[config.mk]
export PLATFORM = sky130hd
export DESIGN_NAME = chol_ctrl
export DESIGN_NICKNAME = d
export VERILOG_FILES = /design/src/chol_pkg.sv /design/src/chol_ctrl.sv
export SDC_FILE = /design/constraint.sdc
export NUM_CORES = 1
export LEC_CHECK = 0
export ABC_AREA = 1
export BUFFER_PORTS_ARGS = -buffer_cell sky130_fd_sc_hd__buf_2
export CAP_MARGIN = 20
export CORE_ASPECT_RATIO = 0.7
export CORE_MARGIN = 3
export CORE_UTILIZATION = 53
export DETAILED_ROUTE_END_ITERATION = 10
export GPL_TIMING_DRIVEN = 0
export PLACE_DENSITY = 0.75
export SLEW_MARGIN = 20
export SYNTH_ARGS = -nofsm -noshare
export SYNTH_HDL_FRONTEND = slang
export SYNTH_SLANG_ARGS = --single-unit
[constraint.sdc]
create_clock -name clk -period 2.2 [get_ports clk]
set_input_delay 0.22 -clock clk [delete_from_list [all_inputs] [get_ports clk]]
set_output_delay 0.22 -clock clk [all_outputs]
set_load 0.01 [all_outputs]
[src/chol_pkg.sv]
// ----------------------------------------------------------------------------
// chol_pkg: shared types and constants of the Cholesky factorization block
// Controller state, command and status bundles, arithmetic widths.
// ----------------------------------------------------------------------------
`default_nettype none

package chol_pkg;

    localparam int MAX_DIM_DEFAULT = 8;
    localparam int DATA_W          = 32;
    localparam int ACC_W           = 50;   // sum of up to seven 48-bit products
    localparam int DIV_STEPS       = 48;   // quotient bits of (diff << 16) / d
    localparam int SQRT_STEPS      = 24;   // root bits of a 48-bit radicand
    localparam int ITER_W          = 6;
    localparam logic [3:0] SIZE_RESET = 4'd8;

    typedef enum logic [3:0] {
        ST_LOAD,
        ST_MAC,
        ST_DRAIN1,
        ST_DRAIN2,
        ST_FETCH,
        ST_DIFF,
        ST_CALC,
        ST_OUT_RD,
        ST_OUT
    } state_t;

    typedef struct packed {
        logic mem_we;
        logic wr_result;
        logic rd_en;
        logic mac_issue;
        logic acc_clr;
        logic start_div;
        logic start_sqrt;
        logic out_zero;
        logic err_clr;
    } cmd_t;

    typedef struct packed {
        logic unit_busy;
    } status_t;

endpackage

`default_nettype wire

[src/chol_ctrl.sv]
// ----------------------------------------------------------------------------
// chol_ctrl: sequencer of the Cholesky factorization block
// Load, row-by-row factorization and row-major emission, plus size register.
// ----------------------------------------------------------------------------
`default_nettype none

module chol_ctrl #(
    parameter int MAX_DIM = chol_pkg::MAX_DIM_DEFAULT,
    localparam int IDX_W  = (MAX_DIM > 1) ? $clog2(MAX_DIM) : 1,
    localparam int ADDR_W = 2 * IDX_W
) (
    input  wire                   clk,
    input  wire                   rst_n,
    input  wire                   cfg_valid,
    output logic                  cfg_ready,
    input  wire [3:0]             cfg_data,
    input  wire                   in_valid,
    output logic                  in_ready,
    output logic                  out_valid,
    input  wire                   out_ready,
    output logic                  last_element,
    output chol_pkg::cmd_t        cmd,
    input  chol_pkg::status_t     status,
    output logic [ADDR_W-1:0]     addr_a,
    output logic [ADDR_W-1:0]     addr_b
);
    import chol_pkg::*;

    localparam logic [3:0] MAX_M1 = 4'(MAX_DIM - 1);

    state_t state_reg, state_next;
    logic [3:0]       size_reg;
    logic [IDX_W-1:0] r_reg, r_next;
    logic [IDX_W-1:0] c_reg, c_next;
    logic [IDX_W-1:0] k_reg, k_next;
    logic [3:0]       dm1_full;
    logic [IDX_W-1:0] dm1;
    logic             cfg_wr;

    assign cfg_ready = 1'b1;
    assign cfg_wr    = cfg_valid && cfg_ready;

    always_comb
    begin
        if (size_reg == 4'd0)
        begin
            dm1_full = 4'd0;
        end
        else if (size_reg > 4'(MAX_DIM))
        begin
            dm1_full = MAX_M1;
        end
        else
        begin
            dm1_full = size_reg - 4'd1;
        end
        dm1 = dm1_full[IDX_W-1:0];
    end

    always_ff @(posedge clk or negedge rst_n)
    begin
        if (!rst_n)
        begin
            state_reg <= ST_LOAD;
            size_reg  <= SIZE_RESET;
            r_reg     <= '0;
            c_reg     <= '0;
            k_reg     <= '0;
        end
        else if (cfg_wr)
        begin
            state_reg <= ST_LOAD;
            size_reg  <= cfg_data;
            r_reg     <= '0;
            c_reg     <= '0;
            k_reg     <= '0;
        end
        else
        begin
            state_reg <= state_next;
            r_reg     <= r_next;
            c_reg     <= c_next;
            k_reg     <= k_next;
        end
    end

    // next state and loop counters
    always_comb
    begin
        state_next = state_reg;
        r_next     = r_reg;
        c_next     = c_reg;
        k_next     = k_reg;
        unique case (state_reg)
            ST_LOAD:
            begin
                if (in_valid)
                begin
                    if (c_reg == dm1)
                    begin
                        c_next = '0;
                        if (r_reg == dm1)
                        begin
                            r_next     = '0;
                            k_next     = '0;
                            state_next = ST_MAC;
                        end
                        else
                        begin
                            r_next = r_reg + IDX_W'(1);
                        end
                    end
                    else
                    begin
                        c_next = c_reg + IDX_W'(1);
                    end
                end
            end
            ST_MAC:
            begin
                if (k_reg < c_reg)
                begin
                    k_next = k_reg + IDX_W'(1);
                end
                else
                begin
                    state_next = ST_DRAIN1;
                end
            end
            ST_DRAIN1: state_next = ST_DRAIN2;
            ST_DRAIN2: state_next = ST_FETCH;
            ST_FETCH:  state_next = ST_DIFF;
            ST_DIFF:   state_next = ST_CALC;
            ST_CALC:
            begin
                if (!status.unit_busy)
                begin
                    k_next = '0;
                    if (c_reg == r_reg)
                    begin
                        c_next = '0;
                        if (r_reg == dm1)
                        begin
                            r_next     = '0;
                            state_next = ST_OUT_RD;
                        end
                        else
                        begin
                            r_next     = r_reg + IDX_W'(1);
                            state_next = ST_MAC;
                        end
                    end
                    else
                    begin
                        c_next     = c_reg + IDX_W'(1);
                        state_next = ST_MAC;
                    end
                end
            end
            ST_OUT_RD: state_next = ST_OUT;
            ST_OUT:
            begin
                if (out_ready)
                begin
                    state_next = ST_OUT_RD;
                    if (c_reg == dm1)
                    begin
                        c_next = '0;
                        if (r_reg == dm1)
                        begin
                            r_next     = '0;
                            state_next = ST_LOAD;
                        end
                        else
                        begin
                            r_next = r_reg + IDX_W'(1);
                        end
                    end
                    else
                    begin
                        c_next = c_reg + IDX_W'(1);
                    end
                end
            end
            default: state_next = ST_LOAD;
        endcase
    end

    // commands and handshake outputs
    always_comb
    begin
        cmd          = '0;
        addr_a       = {r_reg, c_reg};
        addr_b       = {c_reg, c_reg};
        in_ready     = 1'b0;
        out_valid    = 1'b0;
        last_element = (r_reg == dm1) && (c_reg == dm1);
        cmd.err_clr  = cfg_wr;
        unique case (state_reg)
            ST_LOAD:
            begin
                in_ready    = 1'b1;
                cmd.mem_we  = in_valid;
                cmd.acc_clr = 1'b1;
            end
            ST_MAC:
            begin
                addr_a        = {r_reg, k_reg};
                addr_b        = {c_reg, k_reg};
                cmd.rd_en     = k_reg < c_reg;
                cmd.mac_issue = k_reg < c_reg;
            end
            ST_DRAIN1, ST_DRAIN2: ;
            ST_FETCH: cmd.rd_en = 1'b1;
            ST_DIFF:
            begin
                cmd.start_div  = c_reg != r_reg;
                cmd.start_sqrt = c_reg == r_reg;
            end
            ST_CALC:
            begin
                cmd.mem_we    = !status.unit_busy;
                cmd.wr_result = 1'b1;
                cmd.acc_clr   = !status.unit_busy;
            end
            ST_OUT_RD: cmd.rd_en = 1'b1;
            ST_OUT:
            begin
                out_valid    = 1'b1;
                cmd.out_zero = c_reg > r_reg;
                cmd.err_clr  = cfg_wr || (out_ready && last_element);
            end
            default: ;
        endcase
    end

endmodule

`default_nettype wire

==> results.yml, run 1 <==
clocking:
  cts-htree-levels: 1
  clock_latency_ns: 0.26
  root_buffer: "clkbuf_8"
  clock_sinks: 17
  cts_tree: "done"
  clk_pin_slew_worst_paths_ns: 0.07
  ctsLongestPathBuffers: 2
  cts_buffers: 3
worst_setup_path:
  worst_r2r_endpoint: "state_reg[2]$_DFFE_PN0P_"
  crit_chain: "inv_2 -> ha_4 -> inv_1 -> nand2_1 -> nand2_2 -> xor2_1 -> nand2_1 -> nor2_4 -> nand2_4 -> o31ai_4 -> buf_2"
  crit_family: "simple AND/OR/NAND/NOR gates"
  cp.arrival_ns: 1.91
  crit_slowest_cell: "dfrtp_1"
  crit_buf_inv: 3
  path_max_fanout: 4
  reg2reg_depth: 14
  crit_cells: 11
  crit_path_max_incr_delay_ns: 0.39
  startpoint_type: "register"
  crit_path_end_kind: "primary output"
  critPathKind: "register to primary output"
  crit_path_end: "cmd[0]"
  r2r_start: "size_reg[0]$_DFFE_PN0P_"
  crit_required_ns: 1.98
  regToRegSetupSlack_ns: 0.24
  crit_top_cell: "nand2_1"
  crit_path_start: "size_reg[0]$_DFFE_PN0P_"
floorplan:
  die_area_sq_um: 3410
  core-area_sq_um: 2530
  rows: 15
  initial_core_util: 0.573
  dieHeight_um: 49.8
  die_w_um: 68.5
  ioPinCount: 35
synthesis:
  synth_top_cell_area_share: 0.276
  synth_xor_xnor_area_share: 0.0181
  yosys_register_bits: 17
  syn_inst: 204
  synthAdderAreaFrac: 0.0776
  synth_top_family_by_area: "simple AND/OR/NAND/NOR gates"
  synth_compound_area_frac: 0.109
  synth_top_area_cell: "dfrtp_1"
  synth_cell_types: 31
  synth.area.mux_share: 0
  async_flop_share: 1.00
  yosys_warnings: 0
  yosysSeqAreaShare: 0.294
  yosys.area_share.simple: 0.391
  yosysMostFrequentCell: "nand2_1"
  synth.area.top_cells: "dfrtp_1 (28%), nand2_1 (12%), ha_1 (7.8%)"
  syn-cell-area_sq_um: 1450
  synth.top_cells.by_count: "nand2_1 (48), inv_1 (24), nand3_1 (18), dfrtp_1 (16), o21ai_0 (15)"
  syn_area_per_cell_sq_um: 7.11
  ys.flop_type: "dfrtp_1"
  syn-num-nets: 223
  synth_edf_count: 0
outcome:
  status: "complete, no violations"
detailed_routing:
  drt_iter0_drc: 125
  drc: 0
  vias: 1495
  dr.pass1.iters: 4
  route.met3.wl_um: 308
  via_per_inst: 5.26
  wirelength_um: 3830
  postRouteAntennaNets: 0
  wl_per_cell_um: 13.5
  dr.max_layer_used: "met4"
  wl_met1_um: 1700
  dr_wl_met2_um: 1750
timing:
  fin_crit_ns: 2.13
  fmax_mhz: 470
  finClkSkew_ns: 0.00617
  fin_crit_sh: 0.968
  final_hold_viol_count: 0
  slew_viol_final: 0
  setup_viol: 0
layout:
  layout-drive-gt1-share: 0.372
  fin_nets: 270
  layout.cells.non_filler: 284
  area_growth_pct: 25.8
  diodes: 0
  fin_area_sq_um: 1830
power_and_ir_drop:
  powerDensity_nw_per_um2: 1050
  power_switching_uw: 949
  peakVddDrop_mv: 0.525
  p_leak_uw: 0.00103
  power_uw: 1920
  combPwrFrac: 0.617
  seq_power_share: 0.259
  clkPwrFrac: 0.124
  p_int_uw: 967
  swShare: 0.495
placed_design:
  dp_cells: 271
  hpwlAfterDp_um: 2900
  placed_area_sq_um: 1660
  port_buffers: 33
  place.gp.congestion: 0.838
grt:
  grt_pass1_vias: 1333
  track_usage: 0.231
  overflow: 0
  antenna_found_initial: 0
  grt_pass1_wl_um: 6080
  grt_max_degree: 18
hold_path:
  hp-class: "input port to register"
job:
  max_cap_viol_count: 0
-- kinds of logic (layout without fill, tap and decap cells) --
family,Yosys count,count (layout)
XOR/XNOR,3,3
flip-flops,17,17
AND/OR/NAND/NOR,109,109
adder cells (fa/ha/maj),9,9
buffers and inverters,37,83
AO/OA/AOI/OAI,28,28
other,1,1
-- layer usage --
metal  global-route usage  vias up
li1                     -      745
met1                0.340      685
met2                0.349       56
met3               0.0547        9
met4               0.0297        0
met5                    0        -
-- timing repair --
action / CTS / global route
hold endpoints to repair: 16 / 0
endpoints found under the setup margin: 1 / 1
hold buffers: 1 / 0
pin swaps: 3 / 5
buffers inserted: 3 / 5
resized for setup: 3 / 10
-- how the worst min path moves through the flow --
stage / to / cells past startpoint / slack [ns] / from
after floorplan: c_reg[0]$_DFFE_PN0P_ / 0 / -0.08 / rst_n
after global placement: r_reg[2]$_DFFE_PN0P_ / 1 / 0.16 / rst_n
after detailed placement: r_reg[2]$_DFFE_PN0P_ / 1 / 0.17 / rst_n
after CTS: size_reg[3]$_DFFE_PN1P_ / 3 / 0.17 / cfg_data[3]
after global routing: size_reg[3]$_DFFE_PN1P_ / 3 / 0.18 / cfg_data[3]
final: size_reg[3]$_DFFE_PN1P_ / 3 / 0.17 / cfg_data[3]
-- cell usage in the layout (no fill, tap or decap), types with 5 or more instances in the layout --
master / n
nand3_2: 6
inv_1: 22
nand3_1: 17
ha_1: 8
o21ai_0: 15
inv_2: 9
nand2_2: 12
buf_4: 12
dfrtp_1: 16
nor2_4: 7
buf_2: 33
nand2_1: 44
nor2_1: 12
o21ai_1: 5
-- power by group through the flow --
stage	logic (uW)	clock network [uW]	registers, uW
3_5_place_dp	1110	0	497
5_1_grt	1340	259	509
6_report	1180	237	495
4_1_cts	1140	241	491
2_1_floorplan	799	0	490
3_3_place_gp	1080	0	494
-- worst min-delay path, cell delays in order --
cell and delay (ns):
buf_2 0.07, nand2_1 0.04, o21ai_0 0.06
-- stage by stage --
stage | setup WS [ns] | util | hold slack (ns) | setup TNS [ns]
after global routing | -0.0610 | 0.720 | 0.179 | -0.0610
after global placement | 0.208 | 0.655 | 0.164 | 0
after CTS | 0.0121 | 0.692 | 0.174 | 0
after detailed placement | 0.175 | 0.655 | 0.173 | 0
after floorplan | 0.434 | - | -0.0756 | 0
final | 0.0713 | 0.720 | 0.172 | 0
-- area by class of cell --
type                       instances  area (sq um)
tap                               34          42.5
buffer                             5          33.8
sequential                        17           427
multi-input combinational        150           920
fill                             219           708
inverter                          32           123
timing repair buffer              42           235
clock buffer                       4          45.0
(Power assumes the default switching activity.)
==> inputs of run 2 (changes only) <==
Settings changed: CAP_MARGIN 20 to 15, REMOVE_ABC_BUFFERS set to 1.
==> results.yml, run 2 (same netlist as run 1, synthesis figures left out) <==
job:
  max_cap_viol_count: 0
clocking:
  ctsLongestPathBuffers: 2
  clock_latency_ns: 0.25
  cts-htree-levels: 1
  root_buffer: "clkbuf_8"
  cts_tree: "done"
  cts_buffers: 3
  clk_pin_slew_worst_paths_ns: 0.06
  clock_sinks: 17
grt:
  track_usage: 0.236
  grt_pass1_wl_um: 6080
  overflow: 0
  grt_pass1_vias: 1329
  antenna_found_initial: 0
  grt_max_degree: 18
detailed_routing:
  drc: 0
  vias: 1423
  via_per_inst: 5.19
  drt_iter0_drc: 198
  wirelength_um: 3640
  wl_per_cell_um: 13.3
  postRouteAntennaNets: 0
  dr.pass1.iters: 4
timing:
  fin_crit_ns: 2.14
  fin_crit_sh: 0.973
  setup_viol: 0
  slew_viol_final: 0
  fmax_mhz: 467
  finClkSkew_ns: 0.000862
  final_hold_viol_count: 0
  hold_slack_ns: 0.172
worst_setup_path:
  r2r_start: "size_reg[0]$_DFFE_PN0P_"
  crit_required_ns: 1.98
  worst_r2r_endpoint: "k_reg[2]$_DFFE_PN0P_"
  path_max_fanout: 4
  critPathKind: "register to primary output"
  crit_path_end_kind: "primary output"
  startpoint_type: "register"
  regToRegSetupSlack_ns: 0.31
  reg2reg_depth: 14
  cp.arrival_ns: 1.92
floorplan:
  die_area_sq_um: 3410
  die_w_um: 68.5
  ioPinCount: 35
  core-area_sq_um: 2530
  dieHeight_um: 49.8
  initial_core_util: 0.573
  rows: 15
layout:
  final_common_cell: "nand2_1"
  fill_cells: 217
  fin_nets: 260
  multi_input_area_sq_um: 893
  layout-drive-gt1-share: 0.338
  fin_area_sq_um: 1730
  regArea_sq_um: 427
  mostFrequentLayoutCells: "nand2_1 (47), buf_2 (33), inv_1 (23)"
  diodes: 0
  area_growth_pct: 19.1
hold_path:
  hp-class: "input port to register"
  worstHoldStart: "cfg_data[0]"
  min_to: "size_reg[0]$_DFFE_PN0P_"
  min_path_cells: 3
outcome:
  status: "complete, no violations"
power_and_ir_drop:
  power_uw: 1850
  peakVddDrop_mv: 0.612
  powerDensity_nw_per_um2: 1070
  p_leak_uw: 0.000969
placed_design:
  port_buffers: 33
  place.gp.congestion: 0.890
  hpwlAfterDp_um: 2880
  placed_area_sq_um: 1630
[run 2: layout make-up]
class	count	share of cell area
Inverter	32	0.0709
Sequential cell	17	0.247
Tap cell	34	0.0246
Timing Repair Buffer	37	0.114
Clock buffer	3	0.0239
Multi-Input combinational cell	150	0.517
Clock inverter	1	0.00289
[run 2: how the worst max path moves through the flow]
stage,start,end,slack [ns]
global route,size_reg[0]$_DFFE_PN0P_,cmd[0],-0.06
floorplan,size_reg[0]$_DFFE_PN0P_,cmd[0],0.43
detailed placement,size_reg[0]$_DFFE_PN0P_,cmd[0],0.29
CTS,size_reg[0]$_DFFE_PN0P_,cmd[0],0.005
global placement,size_reg[0]$_DFFE_PN0P_,cmd[0],0.30
finish,size_reg[0]$_DFFE_PN0P_,cmd[0],0.06
[run 2: through the flow]
stage | worst slack [ns] | instances | utilization | TNS [ns]
floorplan | 0.434 | 199 | - | 0
global placement | 0.299 | 266 | 0.641 | 0
detailed placement | 0.289 | 266 | 0.641 | 0
CTS | 0.00531 | 271 | 0.664 | 0
global route | -0.0596 | 274 | 0.682 | -0.0596
finish | 0.0586 | 274 | 0.682 | 0
[run 2: timing repair]
item	in CTS	in global routing
hold buffers	1	0
setup endpoints to repair	0	1
setup buffers	0	3
endpoints found under the hold margin	16	0
resized for setup	0	6
[run 2: per-layer routing]
layer,share of wire,wire [um],vias to the layer above,GRT usage
met5,0,0,-,0
met4,0.0036,13,0,0.0297
met3,0.096,348,2,0.0592
met2,0.44,1590,55,0.357
met1,0.46,1690,647,0.344
li1,-,-,719,-
[run 2: where the power goes]
part           total [uW]  switching, uW  internal (uW)
Combinational        1120            717            406
Sequential            497            109            388
Clock                 230            104            125
Total                1850            930            919
[run 2: worst max-delay path, stage by stage (launching register included)]
cell and delay (ns):
dfrtp_1 0.36, inv_2 0.06, ha_4 0.16, nand2_1 0.07
nand2_2 0.07, buf_4 0.14, nand3_1 0.09, nand3_2 0.10
nor2_2 0.15, nand2_2 0.09, o31ai_2 0.20, buf_2 0.17
